$ cat src/design/mexp_pkg.sv
package mexp_pkg;

    localparam int DATA_BITS            = 32;
    localparam int OPERAND_BITS_DEFAULT = 32;

    localparam logic [DATA_BITS-1:0] MODULUS_RESET = DATA_BITS'(1);

endpackage

$ cat src/design/mexp_if.sv
interface mexp_cfg_if;
    import mexp_pkg::*;

    logic                 valid;
    logic                 ready;
    logic [DATA_BITS-1:0] modulus;

    modport source (output valid, output modulus, input ready);
    modport sink   (input valid, input modulus, output ready);
endinterface

interface mexp_in_if;
    import mexp_pkg::*;

    logic                 valid;
    logic                 ready;
    logic [DATA_BITS-1:0] base_value;
    logic [DATA_BITS-1:0] exponent;

    modport source (output valid, output base_value, output exponent, input ready);
    modport sink   (input valid, input base_value, input exponent, output ready);
endinterface

interface mexp_out_if;
    import mexp_pkg::*;

    logic                 valid;
    logic                 ready;
    logic [DATA_BITS-1:0] power_result;

    modport source (output valid, output power_result, input ready);
    modport sink   (input valid, input power_result, output ready);
endinterface

$ cat src/design/mexp_modmul.sv
module mexp_modmul #(
    parameter int OPERAND_BITS = mexp_pkg::OPERAND_BITS_DEFAULT
) (
    input  logic                    clk,
    input  logic                    rst_n,
    input  logic                    start,
    input  logic [OPERAND_BITS-1:0] mult_x,
    input  logic [OPERAND_BITS-1:0] mult_y,
    input  logic [OPERAND_BITS:0]   modulus,
    output logic                    done,
    output logic [OPERAND_BITS-1:0] product
);
    import mexp_pkg::*;

    localparam int CNT_BITS = $clog2(OPERAND_BITS);

    typedef enum logic [1:0] {
        MM_IDLE,
        MM_DOUBLE,
        MM_ADD
    } mm_state_t;

    mm_state_t               state_reg;
    logic [CNT_BITS-1:0]     count_reg;
    logic                    done_reg;
    logic [OPERAND_BITS-1:0] acc_reg;
    logic [OPERAND_BITS-1:0] x_reg;
    logic [OPERAND_BITS-1:0] y_reg;

    logic [OPERAND_BITS-1:0] addend;
    logic [OPERAND_BITS:0]   sum;
    logic [OPERAND_BITS:0]   diff;
    logic [OPERAND_BITS-1:0] reduced;

    // shared modular adder: one double or one add per cycle
    always_comb
    begin
        addend  = (state_reg == MM_DOUBLE) ? acc_reg : x_reg;
        sum     = {1'b0, acc_reg} + {1'b0, addend};
        diff    = sum - modulus;
        reduced = (sum >= modulus) ? diff[OPERAND_BITS-1:0] : sum[OPERAND_BITS-1:0];
    end

    always_ff @(posedge clk or negedge rst_n)
    begin
        if (!rst_n)
        begin
            state_reg <= MM_IDLE;
            count_reg <= '0;
            done_reg  <= 1'b0;
        end
        else
        begin
            done_reg <= 1'b0;
            unique case (state_reg)
                MM_IDLE:
                begin
                    if (start)
                    begin
                        acc_reg   <= '0;
                        x_reg     <= mult_x;
                        y_reg     <= mult_y;
                        count_reg <= CNT_BITS'(OPERAND_BITS - 1);
                        state_reg <= MM_DOUBLE;
                    end
                end
                MM_DOUBLE:
                begin
                    acc_reg <= reduced;
                    if (y_reg[OPERAND_BITS-1])
                    begin
                        state_reg <= MM_ADD;
                    end
                    else if (count_reg == '0)
                    begin
                        done_reg  <= 1'b1;
                        state_reg <= MM_IDLE;
                    end
                    else
                    begin
                        count_reg <= count_reg - 1'b1;
                        y_reg     <= y_reg << 1;
                    end
                end
                MM_ADD:
                begin
                    acc_reg <= reduced;
                    if (count_reg == '0)
                    begin
                        done_reg  <= 1'b1;
                        state_reg <= MM_IDLE;
                    end
                    else
                    begin
                        count_reg <= count_reg - 1'b1;
                        y_reg     <= y_reg << 1;
                        state_reg <= MM_DOUBLE;
                    end
                end
                default:
                begin
                    state_reg <= MM_IDLE;
                end
            endcase
        end
    end

    assign done    = done_reg;
    assign product = acc_reg;

endmodule

$ cat src/design/modular_exponentiation.sv
// modular exponentiation, right-to-left square and multiply
// cfg: write the modulus (reset value 1); only while no operation is in flight
// operand: base_value and exponent, one transfer starts one operation
// result: power_result, one transfer per operation
// a zero exponent gives 1; a modulus of zero wraps at OPERAND_BITS bits
// every modular multiply runs on one shift-and-add unit with a shared
// modular adder, one double or one add per cycle; a multiply does one double
// per multiplier bit and one add per set multiplier bit
// an operation with a nonzero exponent is one reduction of the base, one
// square per exponent bit below the top set bit, and one multiply per set exponent bit
// operand.ready is high only while the sequencer is idle
// the result register holds a finished value while the receiver stalls;
// the next operand may be taken meanwhile, and a later result waits for it
// reset clears the sequencer, drops result.valid and sets the modulus to 1
module modular_exponentiation #(
    parameter int OPERAND_BITS = mexp_pkg::OPERAND_BITS_DEFAULT
) (
    input logic  clk,
    input logic  rst_n,
    mexp_cfg_if.sink   cfg,
    mexp_in_if.sink    operand,
    mexp_out_if.source result
);
    import mexp_pkg::*;

    typedef enum logic [2:0] {
        ST_IDLE,
        ST_REDUCE,
        ST_MULT,
        ST_SQUARE,
        ST_OUT
    } state_t;

    state_t                  state_reg;
    logic [DATA_BITS-1:0]    modulus_reg;
    logic [OPERAND_BITS-1:0] base_reg;
    logic [OPERAND_BITS-1:0] exp_reg;
    logic [OPERAND_BITS-1:0] acc_reg;
    logic                    mm_start_reg;
    logic [OPERAND_BITS-1:0] mm_x_reg;
    logic [OPERAND_BITS-1:0] mm_y_reg;
    logic                    out_valid_reg;
    logic [DATA_BITS-1:0]    out_reg;

    logic [OPERAND_BITS-1:0] mod_op;
    logic [OPERAND_BITS:0]   mod_ext;
    logic [OPERAND_BITS-1:0] in_base;
    logic [OPERAND_BITS-1:0] in_exp;
    logic [OPERAND_BITS-1:0] exp_next;
    logic                    mm_done;
    logic [OPERAND_BITS-1:0] mm_product;

    assign mod_op   = OPERAND_BITS'(modulus_reg);
    assign mod_ext  = {(mod_op == '0), mod_op};
    assign in_base  = OPERAND_BITS'(operand.base_value);
    assign in_exp   = OPERAND_BITS'(operand.exponent);
    assign exp_next = exp_reg >> 1;

    assign cfg.ready           = 1'b1;
    assign operand.ready       = (state_reg == ST_IDLE);
    assign result.valid        = out_valid_reg;
    assign result.power_result = out_reg;

    mexp_modmul #(
        .OPERAND_BITS (OPERAND_BITS)
    ) u_modmul (
        .clk     (clk),
        .rst_n   (rst_n),
        .start   (mm_start_reg),
        .mult_x  (mm_x_reg),
        .mult_y  (mm_y_reg),
        .modulus (mod_ext),
        .done    (mm_done),
        .product (mm_product)
    );

    always_ff @(posedge clk or negedge rst_n)
    begin
        if (!rst_n)
        begin
            state_reg     <= ST_IDLE;
            modulus_reg   <= MODULUS_RESET;
            mm_start_reg  <= 1'b0;
            out_valid_reg <= 1'b0;
        end
        else
        begin
            mm_start_reg <= 1'b0;

            if (cfg.valid)
            begin
                modulus_reg <= cfg.modulus;
            end

            if (result.ready)
            begin
                out_valid_reg <= 1'b0;
            end

            unique case (state_reg)
                ST_IDLE:
                begin
                    if (operand.valid)
                    begin
                        exp_reg <= in_exp;
                        acc_reg <= OPERAND_BITS'(1);
                        if (in_exp == '0)
                        begin
                            state_reg <= ST_OUT;
                        end
                        else
                        begin
                            // base mod m as 1 * base mod m
                            mm_x_reg     <= OPERAND_BITS'(1);
                            mm_y_reg     <= in_base;
                            mm_start_reg <= 1'b1;
                            state_reg    <= ST_REDUCE;
                        end
                    end
                end
                ST_REDUCE, ST_SQUARE:
                begin
                    if (mm_done)
                    begin
                        base_reg     <= mm_product;
                        mm_start_reg <= 1'b1;
                        if (exp_reg[0])
                        begin
                            mm_x_reg  <= acc_reg;
                            mm_y_reg  <= mm_product;
                            state_reg <= ST_MULT;
                        end
                        else
                        begin
                            exp_reg   <= exp_next;
                            mm_x_reg  <= mm_product;
                            mm_y_reg  <= mm_product;
                            state_reg <= ST_SQUARE;
                        end
                    end
                end
                ST_MULT:
                begin
                    if (mm_done)
                    begin
                        acc_reg <= mm_product;
                        exp_reg <= exp_next;
                        if (exp_next == '0)
                        begin
                            state_reg <= ST_OUT;
                        end
                        else
                        begin
                            mm_x_reg     <= base_reg;
                            mm_y_reg     <= base_reg;
                            mm_start_reg <= 1'b1;
                            state_reg    <= ST_SQUARE;
                        end
                    end
                end
                ST_OUT:
                begin
                    if (!out_valid_reg || result.ready)
                    begin
                        out_reg       <= DATA_BITS'(acc_reg);
                        out_valid_reg <= 1'b1;
                        state_reg     <= ST_IDLE;
                    end
                end
                default:
                begin
                    state_reg <= ST_IDLE;
                end
            endcase
        end
    end

endmodule

$ cat src/flat_wrapper.sv
// flat-port wrapper written by rule: the top's interface ports become plain ports
module modular_exponentiation_flat import mexp_pkg::*;
#(
    parameter int OPERAND_BITS = mexp_pkg::OPERAND_BITS_DEFAULT
)
  (clk, rst_n, cfg_valid, cfg_modulus, cfg_ready, operand_valid, operand_base_value, operand_exponent, operand_ready, result_valid, result_power_result, result_ready);
  mexp_cfg_if cfg_i ();
  mexp_in_if operand_i ();
  mexp_out_if result_i ();
  input logic clk;
  input logic rst_n;
  input wire logic [$bits(cfg_i.valid)-1:0] cfg_valid;
  input wire logic [$bits(cfg_i.modulus)-1:0] cfg_modulus;
  output wire logic [$bits(cfg_i.ready)-1:0] cfg_ready;
  input wire logic [$bits(operand_i.valid)-1:0] operand_valid;
  input wire logic [$bits(operand_i.base_value)-1:0] operand_base_value;
  input wire logic [$bits(operand_i.exponent)-1:0] operand_exponent;
  output wire logic [$bits(operand_i.ready)-1:0] operand_ready;
  output wire logic [$bits(result_i.valid)-1:0] result_valid;
  output wire logic [$bits(result_i.power_result)-1:0] result_power_result;
  input wire logic [$bits(result_i.ready)-1:0] result_ready;
  assign cfg_i.valid = cfg_valid;
  assign cfg_i.modulus = cfg_modulus;
  assign cfg_ready = cfg_i.ready;
  assign operand_i.valid = operand_valid;
  assign operand_i.base_value = operand_base_value;
  assign operand_i.exponent = operand_exponent;
  assign operand_ready = operand_i.ready;
  assign result_valid = result_i.valid;
  assign result_power_result = result_i.power_result;
  assign result_i.ready = result_ready;
  modular_exponentiation #(.OPERAND_BITS(OPERAND_BITS)) u_core (.clk(clk), .rst_n(rst_n), .cfg(cfg_i), .operand(operand_i), .result(result_i));
endmodule
$ cat config.mk
export PLATFORM = sky130hd
export DESIGN_NAME = modular_exponentiation_flat
export DESIGN_NICKNAME = d
export VERILOG_FILES = /design/src/design/mexp_pkg.sv /design/src/design/mexp_if.sv /design/src/design/mexp_modmul.sv /design/src/design/modular_exponentiation.sv /design/src/flat_wrapper.sv
export SDC_FILE = /design/constraint.sdc
export NUM_CORES = 1
export LEC_CHECK = 0
export CAP_MARGIN = 20
export CORE_MARGIN = 2
export CORE_UTILIZATION = 50
export DETAILED_ROUTE_END_ITERATION = 10
export DONT_BUFFER_PORTS = 1
export GPL_ROUTABILITY_DRIVEN = 0
export PLACE_DENSITY = 0.75
export SYNTH_ARGS = -nofsm -noshare
export SYNTH_HDL_FRONTEND = slang
export SYNTH_HIERARCHICAL = 1
export SYNTH_SLANG_ARGS = --single-unit
$ cat constraint.sdc
create_clock -name clk -period 6.39 [get_ports clk]
set_input_delay 1.278 -clock clk [delete_from_list [all_inputs] [get_ports clk]]
set_output_delay 1.278 -clock clk [all_outputs]
set_load 0.02 [all_outputs]
==> impl_metrics.csv <==
group,metric,value,unit
outcome,run_status,"finished clean",
clock_network,clkSinkCount,333,
synth,netlist.area_leader.share,50.0,%
sta,timing.final.ws_setup,0.339,ns
worst_setup_path,worst_path_largest_cell_delay,0.41,ns
global_route,first_global_vias,11500,
place,post-dp-hpwl,28.5,mm
clock_network,clock_latency,0.55,ns
worst_setup_path,cp_num_buf_inv,2,
cells_and_area,layout_stage_area_growth_over_the_synthesis_result,10.1,%
detailed_routing,ant_nets,0,
synth,postSynthRegisterBits,333,
worst_setup_path,rrSetupSlack,0.34,ns
worst_setup_path,rr_endpoint,"u_core/u_modmul/product[21]$_SDFFCE_PP0P_",
floorplanning,num_io_pins,136,
worst_setup_path,cp_top_family,"simple AND/OR/NAND/NOR gates",
clock_network,cts-root-buf,"sky130_fd_sc_hd__clkbuf_16",
worst_setup_path,ff2ff_path_depth,22,
floorplanning,effective_utilization_at_floorplan,50.5,%
worst_setup_path,critPathSlowestCell,"sky130_fd_sc_hd__dfrtp_1",
synth,number_of_flops_mapped_to_enable_cells_by_yosys,288,
synth,synth.distinct_cells,80,
floorplanning,die_w,190,µm
sta,layout_min_cycle_time,6.05,ns
worst_hold_path,worst_hold_path.num_cells,0,
detailed_routing,route.vias.total,11700,
worst_setup_path,crit_path_cell_trace,"inv_1, ha_2, buf_4, mux2_2, ha_1, a21o_1, a211o_1, o22ai_1, nor4_1, a21oi_1, nor3b_2, o21a_1, xnor2_1, ha_1, nand3_1, nor3_1, nand3b_1, nor4_2, o31ai_4, nand2_2, nor2_2, a22o_1",
detailed_routing,routed_via_density,6.11,
detailed_routing,remaining_routing_drc_violations,0,
synth,synthesis.instances,1449,
sta,drv_slew,0,
place,pre_cts_ws,0.339,ns
worst_setup_path,path_max_fanout,27,
worst_setup_path,setup.worst_path.end_class,"flip-flop",
sta,report.final.setup_viol,0,
sta,final_worst_path_period_share,94.7,%
synth,synth_top_cells_by_area,"sky130_fd_sc_hd__edfxtp_1, sky130_fd_sc_hd__dfrtp_1, sky130_fd_sc_hd__ha_1, sky130_fd_sc_hd__mux2_2, sky130_fd_sc_hd__a22o_1",
clock_network,clock_tree_from_tritoncts,"done",
floorplanning,die_height,190,µm
global_route,antenna_found_initial,0,
sta,finalSetupTns,0,ns
clock_network,cts_max_level,2,
place,placement.io_buffers,0,
sta,worst_clock_skew,0.0169,ns
place,place_inst,1853,
cells_and_area,post_route_cells_drive_above_1_share,12.7,%
worst_setup_path,arrival,6.34,ns
cells_and_area,fin_cells,1920,
synth,yosys.area.top_type,"sky130_fd_sc_hd__edfxtp_1",
sta,timing.hold.ws,0.416,ns
clock_network,cts_max_path_buffers,3,
worst_hold_path,min-delay-path-class,"flip-flop to flip-flop",
synth,cell_area_synth,17300,µm²
cells_and_area,antenna_cell_count,0,
worst_setup_path,setup.worst_path.class,"flip-flop to flip-flop",
floorplanning,dieArea,36100,µm²
sta,worst-slew-pin-transition,1.02,ns
global_route,track_usage,22.7,%
synth,ys_seq_area_share,56.5,%
worst_hold_path,hp-start,"u_core/mm_x_reg[26]$_DFFE_PP_",
global_route,global_route_wire_length_before_repair,64.0,mm
flow_run,drv_cap,0,
detailed_routing,first_iter_violations,1029,
worst_hold_path,min_to,"u_core/u_modmul/x_reg[26]$_DFFE_PP_",
synth,syn-num-nets,1622,
clock_network,postCtsSetupBuffers,0,
cells_and_area,most_frequent_standard_cell_in_the_layout_excluding_fill_and_tap_cells,"sky130_fd_sc_hd__edfxtp_1",
sta,finalHoldViolations,0,
floorplanning,core-area,34300,µm²
floorplanning,std_cell_rows,68,
synth,synthFlopType,"sky130_fd_sc_hd__edfxtp_1",
synth,async_flop_share,13.5,%
cells_and_area,num-nets-final,1611,
global_route,globalRouteOverflowTotal,0,
cells_and_area,most_frequent_cells_in_the_layout,"sky130_fd_sc_hd__edfxtp_1, sky130_fd_sc_hd__nand2_1, sky130_fd_sc_hd__o21ai_0",
synth,post_synth.cell_area_avg,11.9,µm²
sta,slew-limit-headroom,31.7,%
detailed_routing,post_drt_wl_per_cell,21.3,µm
worst_setup_path,required,6.68,ns
worst_setup_path,reg2reg_from,"u_core/u_modmul/state_reg[1]$_DFFE_PN0P_",
clock_network,clk_transition_reported_paths,0.06,ns
sta,rsz0062_at_grt,"no",
global_route,pin_count_of_the_biggest_net_entering_global_routing,66,
sta,timing.fmax,0.165,GHz
detailed_routing,drt_first_pass_iters,5,
synth,syn_warnings,6,
worst_setup_path,cpMostUsedCell,"sky130_fd_sc_hd__ha_1",
worst_setup_path,cp-start-kind,"flip-flop",
clock_network,number_of_cts_inserted_buffers,37,
detailed_routing,drt_wl_total,40.9,mm
-- worst max path at each step --
| stage | startpoint | end | slack, ns | depth (start not counted) |
|---|---|---|---|---|
| floorplan | u_core/u_modmul/state_reg[1]$_DFFE_PN0P_ | u_core/u_modmul/product[29]$_SDFFCE_PP0P_ | 0.62 | 25 |
| global placement | u_core/u_modmul/state_reg[1]$_DFFE_PN0P_ | u_core/u_modmul/product[30]$_SDFFCE_PP0P_ | 0.47 | 22 |
| detailed placement | u_core/u_modmul/state_reg[1]$_DFFE_PN0P_ | u_core/u_modmul/product[29]$_SDFFCE_PP0P_ | 0.34 | 22 |
| CTS | u_core/u_modmul/state_reg[1]$_DFFE_PN0P_ | u_core/u_modmul/product[29]$_SDFFCE_PP0P_ | 0.30 | 22 |
| global route | u_core/u_modmul/state_reg[1]$_DFFE_PN0P_ | u_core/u_modmul/product[17]$_SDFFCE_PP0P_ | 0.005 | 24 |
| finish | u_core/u_modmul/state_reg[1]$_DFFE_PN0P_ | u_core/u_modmul/product[21]$_SDFFCE_PP0P_ | 0.34 | 22 |
-- Yosys cell counts, types with 10 or more instances --
library cell / instances
sky130_fd_sc_hd__nand2b_1: 11
sky130_fd_sc_hd__a22oi_1: 32
sky130_fd_sc_hd__xor2_1: 16
sky130_fd_sc_hd__a22o_1: 64
sky130_fd_sc_hd__mux2i_1: 34
sky130_fd_sc_hd__inv_1: 62
sky130_fd_sc_hd__nand4_1: 17
sky130_fd_sc_hd__buf_2: 14
sky130_fd_sc_hd__and2_1: 39
sky130_fd_sc_hd__nor2_1: 57
sky130_fd_sc_hd__dfrtp_1: 44
sky130_fd_sc_hd__o21ai_0: 90
sky130_fd_sc_hd__ha_1: 70
sky130_fd_sc_hd__nor3_1: 11
sky130_fd_sc_hd__a21oi_1: 82
sky130_fd_sc_hd__a31oi_1: 10
sky130_fd_sc_hd__edfxtp_1: 288
sky130_fd_sc_hd__nand2_1: 141
sky130_fd_sc_hd__nand3_1: 12
sky130_fd_sc_hd__clkbuf_1: 43
sky130_fd_sc_hd__xnor2_1: 39
sky130_fd_sc_hd__nor4_1: 27
sky130_fd_sc_hd__mux2_2: 65
sky130_fd_sc_hd__nor2b_1: 12
sky130_fd_sc_hd__a21o_1: 30
-- layer usage --
| metal | wire length [µm] | share of wire, % | global-route usage, % |
|---|---|---|---|
| met2 | 18300 | 45 | 34.6 |
| met4 | 1050 | 2.6 | 7.16 |
| met3 | 3570 | 8.7 | 5.35 |
| met5 | 0 | 0 | 0 |
| met1 | 18000 | 44 | 32.2 |
-- layout make-up --
cell class              instances  area [µm²]
fillers                      2776       15200
flip-flops and latches        333        9780
multi-input cells             982        7030
clock buffers                  51        1050
well taps                     455         569
inverters                      62         233
clock inverters                15         211
repair buffers                 22         193
-- repair_timing --
| action | in CTS | in global routing |
|---|---|---|
| hold buffers | 0 | 0 |
| endpoints found under the setup margin | 0 | 32 |
| gates resized for setup | 0 | 1 |
-- cell families after synthesis --
| logic type | synth area share, % |
|---|---|
| AOI/OAI and AO/OA | 15.7 |
| muxes | 6.20 |
| and+or+nand+nor | 10.3 |
| other | 0.0217 |
| buffers and inverters | 3.23 |
| xor gates and xnor gates | 2.78 |
| adders and majority gates | 5.29 |
| DFF | 56.5 |
-- per-stage QoR --
stage	utilization, %	area, µm²
3_5_place_dp	51.8	17800
6_report	55.6	19100
3_3_place_gp	51.8	17800
5_1_grt	55.6	19100
2_1_floorplan	-	17300
4_1_cts	55.5	19000
Power is not shown: default switching activity piles up to over one toggle a cycle in this logic, so the estimate is an artifact.
